--- src/rtl/gsv_pkg.sv ---
// gsv_pkg: shared constants, types and lookup tables of the gaussian splat volume
// no dependencies; used by gsv_div, gsv_vol_ram and gaussian_splat_volume
package gsv_pkg;

   // volume geometry
   localparam int DIM_X      = 64;
   localparam int DIM_Y      = 64;
   localparam int DIM_Z      = 32;
   localparam int WINDOW_MAX = 15;
   localparam int VOL_SIZE   = DIM_X * DIM_Y * DIM_Z;
   localparam int ADDR_W     = (VOL_SIZE > 1) ? $clog2(VOL_SIZE) : 1;
   localparam int DIM_MAX_XY = (DIM_X > DIM_Y) ? DIM_X : DIM_Y;
   localparam int DIM_MAX    = (DIM_MAX_XY > DIM_Z) ? DIM_MAX_XY : DIM_Z;
   localparam int COORD_W    = (DIM_MAX > 1) ? $clog2(DIM_MAX) : 1;

   // window offsets: 0..2w with w = window / 2
   localparam int OFS_N = 2 * (WINDOW_MAX / 2) + 1;
   localparam int K_W   = (OFS_N > 1) ? $clog2(OFS_N) : 1;

   // divider widths
   localparam int DVD_W = 34;
   localparam int REM_W = 25;
   localparam int CNT_W = 6;

   // normalized distance saturation, Q.8
   localparam int T_SAT = 2048;
   localparam int T_W   = 12;
   localparam int SQ_W  = 23;

   // commands
   typedef enum logic [1:0] {
      CMD_SPLAT = 2'd0,
      CMD_READ  = 2'd1,
      CMD_CLEAR = 2'd2,
      CMD_NONE  = 2'd3
   } cmd_type;

   // register indexes
   localparam logic [2:0] REG_VS_X   = 3'd0;
   localparam logic [2:0] REG_VS_Y   = 3'd1;
   localparam logic [2:0] REG_VS_Z   = 3'd2;
   localparam logic [2:0] REG_ORG_X  = 3'd3;
   localparam logic [2:0] REG_ORG_Y  = 3'd4;
   localparam logic [2:0] REG_ORG_Z  = 3'd5;
   localparam logic [2:0] REG_WINDOW = 3'd6;

   // sequencer states
   typedef enum logic [3:0] {
      ST_CLEAR,
      ST_IDLE,
      ST_C_DIV,
      ST_C_WAIT,
      ST_T_IDX,
      ST_T_DIV,
      ST_T_WAIT,
      ST_T_SQ,
      ST_T_STORE,
      ST_V_EXP,
      ST_V_WGT,
      ST_V_WR,
      ST_RD_A,
      ST_RD_B
   } state_type;

   // divider request
   typedef struct packed {
      logic              start;
      logic [REM_W-1:0]  rem_init;
      logic [DVD_W-1:0]  dvd;
      logic [CNT_W-1:0]  count;
      logic [REM_W-1:0]  den;
   } div_req_type;

   // exp(-n) in units of 2^-16, zero from n = 12 on
   function automatic logic [16:0] exp_int(input logic [7:0] n);
      logic [16:0] r;
      case (n)
         8'd0:    r = 17'd65536;
         8'd1:    r = 17'd24109;
         8'd2:    r = 17'd8869;
         8'd3:    r = 17'd3263;
         8'd4:    r = 17'd1200;
         8'd5:    r = 17'd442;
         8'd6:    r = 17'd162;
         8'd7:    r = 17'd60;
         8'd8:    r = 17'd22;
         8'd9:    r = 17'd8;
         8'd10:   r = 17'd3;
         8'd11:   r = 17'd1;
         default: r = 17'd0;
      endcase
      return r;
   endfunction

   // exp(-f/16) in units of 2^-16
   function automatic logic [16:0] exp_frac(input logic [3:0] f);
      logic [16:0] r;
      case (f)
         4'd0:    r = 17'd65536;
         4'd1:    r = 17'd61565;
         4'd2:    r = 17'd57835;
         4'd3:    r = 17'd54331;
         4'd4:    r = 17'd51039;
         4'd5:    r = 17'd47947;
         4'd6:    r = 17'd45042;
         4'd7:    r = 17'd42313;
         4'd8:    r = 17'd39750;
         4'd9:    r = 17'd37341;
         4'd10:   r = 17'd35079;
         4'd11:   r = 17'd32954;
         4'd12:   r = 17'd30957;
         4'd13:   r = 17'd29081;
         4'd14:   r = 17'd27319;
         default: r = 17'd25664;
      endcase
      return r;
   endfunction

   // splat weight 255*256/window, Q8.8
   function automatic logic [15:0] win_weight(input logic [3:0] win);
      logic [15:0] r;
      case (win)
         4'd1:    r = 16'd65280;
         4'd2:    r = 16'd32640;
         4'd3:    r = 16'd21760;
         4'd4:    r = 16'd16320;
         4'd5:    r = 16'd13056;
         4'd6:    r = 16'd10880;
         4'd7:    r = 16'd9325;
         4'd8:    r = 16'd8160;
         4'd9:    r = 16'd7253;
         4'd10:   r = 16'd6528;
         4'd11:   r = 16'd5934;
         4'd12:   r = 16'd5440;
         4'd13:   r = 16'd5021;
         4'd14:   r = 16'd4662;
         4'd15:   r = 16'd4352;
         default: r = 16'd65280;
      endcase
      return r;
   endfunction

endpackage

--- src/rtl/gsv_div.sv ---
// gsv_div: restoring divider, one quotient bit per cycle
// depends on gsv_pkg (widths, div_req_type)
module gsv_div (
   input  logic                      clock,
   input  logic                      reset,
   input  gsv_pkg::div_req_type      req,
   output logic                      done,
   output logic [gsv_pkg::DVD_W-1:0] quo
);

   logic                      busy_ff, busy_in;
   logic                      done_ff, done_in;
   logic [gsv_pkg::CNT_W-1:0] cnt_ff, cnt_in;
   logic [gsv_pkg::REM_W-1:0] rem_ff, rem_in;
   logic [gsv_pkg::REM_W-1:0] den_ff, den_in;
   logic [gsv_pkg::DVD_W-1:0] dvd_ff, dvd_in;
   logic [gsv_pkg::DVD_W-1:0] quo_ff, quo_in;
   logic [gsv_pkg::REM_W:0]   shifted;
   logic [gsv_pkg::REM_W+1:0] diff;
   logic                      ge;

   // one shift-subtract step
   always_comb begin
      shifted = {rem_ff, dvd_ff[gsv_pkg::DVD_W-1]};
      diff    = {1'b0, shifted} - {2'b00, den_ff};
      ge      = ~diff[gsv_pkg::REM_W+1];
   end

   // step control
   always_comb begin
      busy_in = busy_ff;
      done_in = 1'b0;
      cnt_in  = cnt_ff;
      rem_in  = rem_ff;
      den_in  = den_ff;
      dvd_in  = dvd_ff;
      quo_in  = quo_ff;
      if (req.start) begin
         busy_in = 1'b1;
         cnt_in  = req.count;
         rem_in  = req.rem_init;
         den_in  = req.den;
         dvd_in  = req.dvd;
         quo_in  = '0;
      end else if (busy_ff) begin
         rem_in = ge ? diff[gsv_pkg::REM_W-1:0] : shifted[gsv_pkg::REM_W-1:0];
         dvd_in = {dvd_ff[gsv_pkg::DVD_W-2:0], 1'b0};
         quo_in = {quo_ff[gsv_pkg::DVD_W-2:0], ge};
         cnt_in = cnt_ff - gsv_pkg::CNT_W'(1);
         if (cnt_ff == gsv_pkg::CNT_W'(1)) begin
            busy_in = 1'b0;
            done_in = 1'b1;
         end
      end
   end

   // registers
   always_ff @(posedge clock) begin
      if (reset) begin
         busy_ff <= 1'b0;
         done_ff <= 1'b0;
      end else begin
         busy_ff <= busy_in;
         done_ff <= done_in;
      end
      cnt_ff <= cnt_in;
      rem_ff <= rem_in;
      den_ff <= den_in;
      dvd_ff <= dvd_in;
      quo_ff <= quo_in;
   end

   assign done = done_ff;
   assign quo  = quo_ff;

endmodule

--- config.mk ---
export PLATFORM = sky130hd
export DESIGN_NAME = gsv_div
export DESIGN_NICKNAME = d
export VERILOG_FILES = /design/src/rtl/gsv_pkg.sv /design/src/rtl/gsv_div.sv
export SDC_FILE = /design/constraint.sdc
export NUM_CORES = 1
export LEC_CHECK = 0
export BUFFER_PORTS_ARGS = -buffer_cell sky130_fd_sc_hd__buf_2
export CORE_AREA = 2 2 106 108
export CTS_CLUSTER_SIZE = 30
export DETAILED_ROUTE_END_ITERATION = 10
export DIE_AREA = 0 0 108 110
export GPL_TIMING_DRIVEN = 0
export PLACE_DENSITY = 0.85
export SYNTH_ARGS = -nofsm -noshare
export SYNTH_HDL_FRONTEND = slang
export SYNTH_SLANG_ARGS = --single-unit
--- constraint.sdc ---
create_clock -name clock -period 7.5 [get_ports clock]
set_input_delay 0.375 -clock clock [delete_from_list [all_inputs] [get_ports clock]]
set_output_delay 0.375 -clock clock [all_outputs]
set_load 0.005 [all_outputs]
## After elaboration in Yosys (flattened, before gate mapping)

Cells that the tools add are included.

- Register bits: 126
- Input bits: 93
- Output and inout port bits: 35
- Word-level logic and storage cells: 25

- Add/subtract/negate cells: 2
- Equal/unequal tests: 1
- Muxes and demuxes: 11
- Bitwise operators: 2
- Reductions and logical operators: 2

Operators with widths:

| operator | count |
|---|---|
| 2-to-1 mux 25 bit | 3 |
| 2-to-1 mux 34 bit | 2 |
| subtractor 26 x 25 -> 27 bit | 1 |
| 2-to-1 mux 6 bit | 2 |
| equality test 6 x 1 -> 1 bit (second input constant) | 1 |
| subtractor 6 x 1 -> 6 bit (second input constant) | 1 |
| 2-to-1 mux 1 bit | 4 |
| OR reduction 3 bit | 1 |
| NOT 1 bit | 2 |
| nonzero test 2 bit | 1 |

## Depth between registers and ports, before layout

- Depth after elaboration: 4
- Gate-level depth with buffers: 13
- Mapped depth without buffers: 12

## Worst setup path before layout

OpenSTA, ideal clock, no wires.

- Kind: reg2reg
- Start: reg dvd_ff[33] in the netlist's numbering
- End: reg rem_ff[24] in the netlist's numbering, data pin
- Setup time: 261 ps
- Data arrival time: 2,511 ps
- Required time: 7,239 ps
- Slack: 4,729 ps
- Cell stages (with the launch flop): 14
- Buffers on the path: 1
- Period minus slack after synthesis: 2,771 ps
- Path through: edfxtp_1 > inv_1 > ha_1 > inv_1 > fa_1 > a21o_1 > a221oi_4 > o21ai_2 > o21ai_2 > o211ai_2 > o21ai_2 > buf_6 > nor2_1 > a221o_1

- Word-level cells in the longest chain between the ends: 4

Ends and longest elaborated chain:

| element | line | RTL |
|---|---|---|
| start: declaration | gsv_div.sv:16 | `logic [gsv_pkg::DVD_W-1:0] dvd_ff, dvd_in;` |
| start signal: assignment | gsv_div.sv:69 | `dvd_ff <= dvd_in;` |
| subtractor 26 x 25 -> 27 bit | gsv_div.sv:25 | `diff = {1'b0, shifted} - {2'b00, den_ff};` |
| 2-to-1 mux 25 bit | gsv_div.sv:46 | `rem_in = ge ? diff[gsv_pkg::REM_W-1:0] : shifted[gsv_pkg::REM_W-1:0];` |
| 2-to-1 mux 25 bit | gsv_div.sv:45 | `end else if (busy_ff) begin` |
| 2-to-1 mux 25 bit | gsv_div.sv:38 | `if (req.start) begin` |
| net rem_in, one bit | gsv_div.sv:14 | `logic [gsv_pkg::REM_W-1:0] rem_ff, rem_in;` |
| end signal: assignment | gsv_div.sv:67 | `rem_ff <= rem_in;` |
| end: declaration | gsv_div.sv:14 |  |

The timed path passes the listed nets, and every way through them passes these cells. The select of a mux whose other input is x is not followed.
A chain may end at the register's enable or synchronous reset.

## Final worst setup path

- Start: reg dvd_ff[33] in the netlist's numbering
- End: reg rem_ff[14] in the netlist's numbering, data pin

Same word-level chain as after synthesis.

==> key figures <==
Logic synthesis
  • Post-synth top area share: 42.6%
  • Synth top area cells: edfxtp_1, dfxtp_1, mux2i_1
  • Xor/xnor share of the synthesized area: 3.04%
  • Mux cell area share after synthesis: 14.1%
  • Synth Area in Compound Gates: 9.93%
  • #FFs+latches synth: 126
  • Register area share after synthesis: 54.0%
  • Combinational family with the most area after synthesis: multiplexers
  • Cell variety after synth: 48
  • Most frequent cell after synthesis: edfxtp_1
  • Top cells by count, synth: edfxtp_1, nor2_1, mux2i_1
  • Syn Inst Count: 554
  • Asr flop ratio synth: 0%
  • Simple-gate portion of the synthesized area: 9.28%
  • Primary FF master, synth: edfxtp_1
  • Largest area contributor in the netlist: edfxtp_1
  • Syn Nets: 675
  • Syn. warnings: 0
  • Post-Synth Adder-Cell Area: 5.65%
  • Cell area after synthesis: 6340 µm²
  • Syn_area_per_cell: 11.4 µm²
  • EDFF count, synth: 90

Floorplanning
  • # rows: 38
  • Width of the die: 108 µm
  • Initial Util: 59.3%
  • Die Y: 110 µm
  • Die ar.: 11900 µm²
  • Core area: 10700 µm²
  • I/O pins: 128

Worst setup path
  • Setup CP Type: reg2reg
  • Startpoint Class: register
  • Setup crit end kind: register
  • Crit path required time: 7.74 ns
  • Critical path's slowest cell: fa_1
  • Critical path arrival: 3.34 ns
  • Crit path buf inv count: 3
  • CP top delay family: compound AO/OA/AOI/OAI gates
  • Maximum fanout along the worst path: 10
  • Critical path's largest stage delay: 0.41 ns
  • Critical-path cell list: inv_1 -> ha_1 -> inv_1 -> fa_1 -> a21o_1 -> a221oi_4 -> o21ai_2 -> o21ai_2 -> o211ai_2 -> o21a_2 -> buf_6 -> mux2i_1 -> a21oi_1

STA
  • Pins over their slew limit: 0
  • Worst-Margin Slew: 0.906 ns
  • Final setup viols: 0
  • RSZ-0062 raised after global routing: false
  • Slew HR: 39.6%
  • Final period util: 41.3%
  • Tmin final: 3.10 ns
  • Clk_skew: 0.00656 ns
  • Upper clock frequency limit: 0.323 GHz
  • Setup TNS: 0 ns
  • Final-report hold violation count: 0

Drt
  • DRC: 0
  • DR WL/cell: 16.3 µm
  • Routed wire length: 13.9 mm
  • Routed Antenna Nets: 0
  • DR vias/cell: 5.55
  • Starting DRT DRC Count: 201
  • Drt pass-1 iters: 5
  • Detailed-route via count: 4725

GRT
  • Initial antenna violation count: 1
  • First-pass GRT wire length: 22.2 mm
  • Largest net degree at the start of global routing: 66
  • GRT Total Usage: 24.5%
  • GR Overflow Total: 0
  • Number of global-route vias before repair: 4841

Layout
  • # fillers: 755
  • Share of post-route cells with drive strength above 1: 28.9%
  • Final net count: 821
  • Post-Layout Cell Count: 852
  • # diodes: 0
  • Cell area after layout: 7720 µm²
  • Area grow syn2layout: 21.8%

Clocking
  • Clock latency on the worst-skew pair: 0.52 ns
  • Clock-pin slew of the registers on the worst-case setup and hold paths: 0.06 ns
  • Post-CTS Setup Repair Bufs: 0
  • Cts hold-fix bufs: 0
  • H-tree level count: 4
  • CTS sink count: 126
  • Clock buffer count from CTS: 17
  • Cts repair resizes: 0
  • Root buf cell: clkbuf_8
  • Maximum clock insertion buffer count: 2
  • CTS tree: done

Power
  • Final total power: 0.00238 W
  • Power Density: 308 nW/µm²
  • Pleak: 3.41 nW
  • VDD IR max: 194 µV

Job
  • Max_cap viols: 0

Placement
  • Gpl congestion: 0.909
  • Detail Placement HPWL: 9.75 mm
  • Cells after DPL: 821
  • I/O Buffers: 127
  • Post-placement cell area: 7150 µm²

Outcome
  • Status: complete, no violations

Worst hold path
  • Worst Hold Class: in2reg
==> final timing paths <==
check | start | end | slack (ns) | depth (start not counted)
max | dvd_ff[33]$_DFFE_PP_ | rem_ff[14]$_DFFE_PP_ | 4.40 | 13
min | req[3] | den_ff[3]$_DFFE_PP_ | 0.03 | 1
max reg2reg | dvd_ff[33]$_DFFE_PP_ | rem_ff[14]$_DFFE_PP_ | 4.40 | 13
min reg2reg | quo[33]$_SDFFE_PP0P_ | quo[33]$_SDFFE_PP0P_ | 0.51 | 2
==> per-layer routing <==
metal  GRT usage [%]  part of all wire [%]  vias up
li1                -                     -     2279
met1            27.2                    40     2234
met2            42.5                    50      178
met3            9.47                   8.3       34
met4            10.2                   2.3        0
met5               0                     0        -
==> state kept, by name (all words and copies together) (netlist names) <==
| signal | cells |
|---|---|
| dvd_ff | 34 |
| quo | 34 |
| busy_ff | 1 |
| den_ff | 25 |
| cnt_ff | 6 |
| done | 1 |
| rem_ff | 25 |
==> where the power goes <==
| group | internal [W] | switching [W] | total (W) |
|---|---|---|---|
| Sequential | 0.000851 | 0.0000390 | 0.000890 |
| Clock | 0.000465 | 0.000310 | 0.000775 |
| Combinational | 0.000322 | 0.000390 | 0.000713 |
==> cell usage in the layout (no fill, tap or decap), drive strengths merged, types with 18 or more instances in the layout <==
master,instances
buf,142
edfxtp,90
nor2,70
mux2i,51
inv,41
a21oi,36
dfxtp,36
mux2,34
clkbuf,30
nand2,28
ha,27
o21ai,18
==> logic make-up (layout without fill, tap and decap cells) <==
| group | count (synthesis) | count (layout) |
|---|---|---|
| AND/OR/NAND/NOR | 135 | 135 |
| buffers and inverters | 61 | 219 |
| adder cells (fa/ha/maj) | 28 | 28 |
| AO/OA/AOI/OAI | 97 | 97 |
| multiplexers | 85 | 85 |
| XOR/XNOR | 22 | 22 |
| flip-flops | 126 | 126 |
==> cell type report <==
| class | instances | area, µm² | share of cell area, % |
|---|---|---|---|
| plain buffers | 24 | 115 | 1.49 |
| clock buffers | 21 | 492 | 6.37 |
| clock inverters | 10 | 75.1 | 0.973 |
| inverters | 37 | 139 | 1.80 |
| multi-input cells | 367 | 2660 | 34.5 |
| flip-flops and latches | 126 | 3420 | 44.4 |
| well taps | 140 | 175 | 2.27 |
| repair buffers | 127 | 636 | 8.23 |
==> stage by stage <==
step | setup WS, ns | utilization, % | hold WS [ns]
after floorplan | 4.73 | - | 0.447
after global placement | 4.07 | 66.8 | 0.471
after detailed placement | 4.40 | 66.9 | 0.490
after CTS | 4.40 | 72.2 | 0.000560
after global routing | 4.20 | 72.2 | 0.00226
final | 4.40 | 72.2 | 0.0269
(Power assumes the default switching activity.)
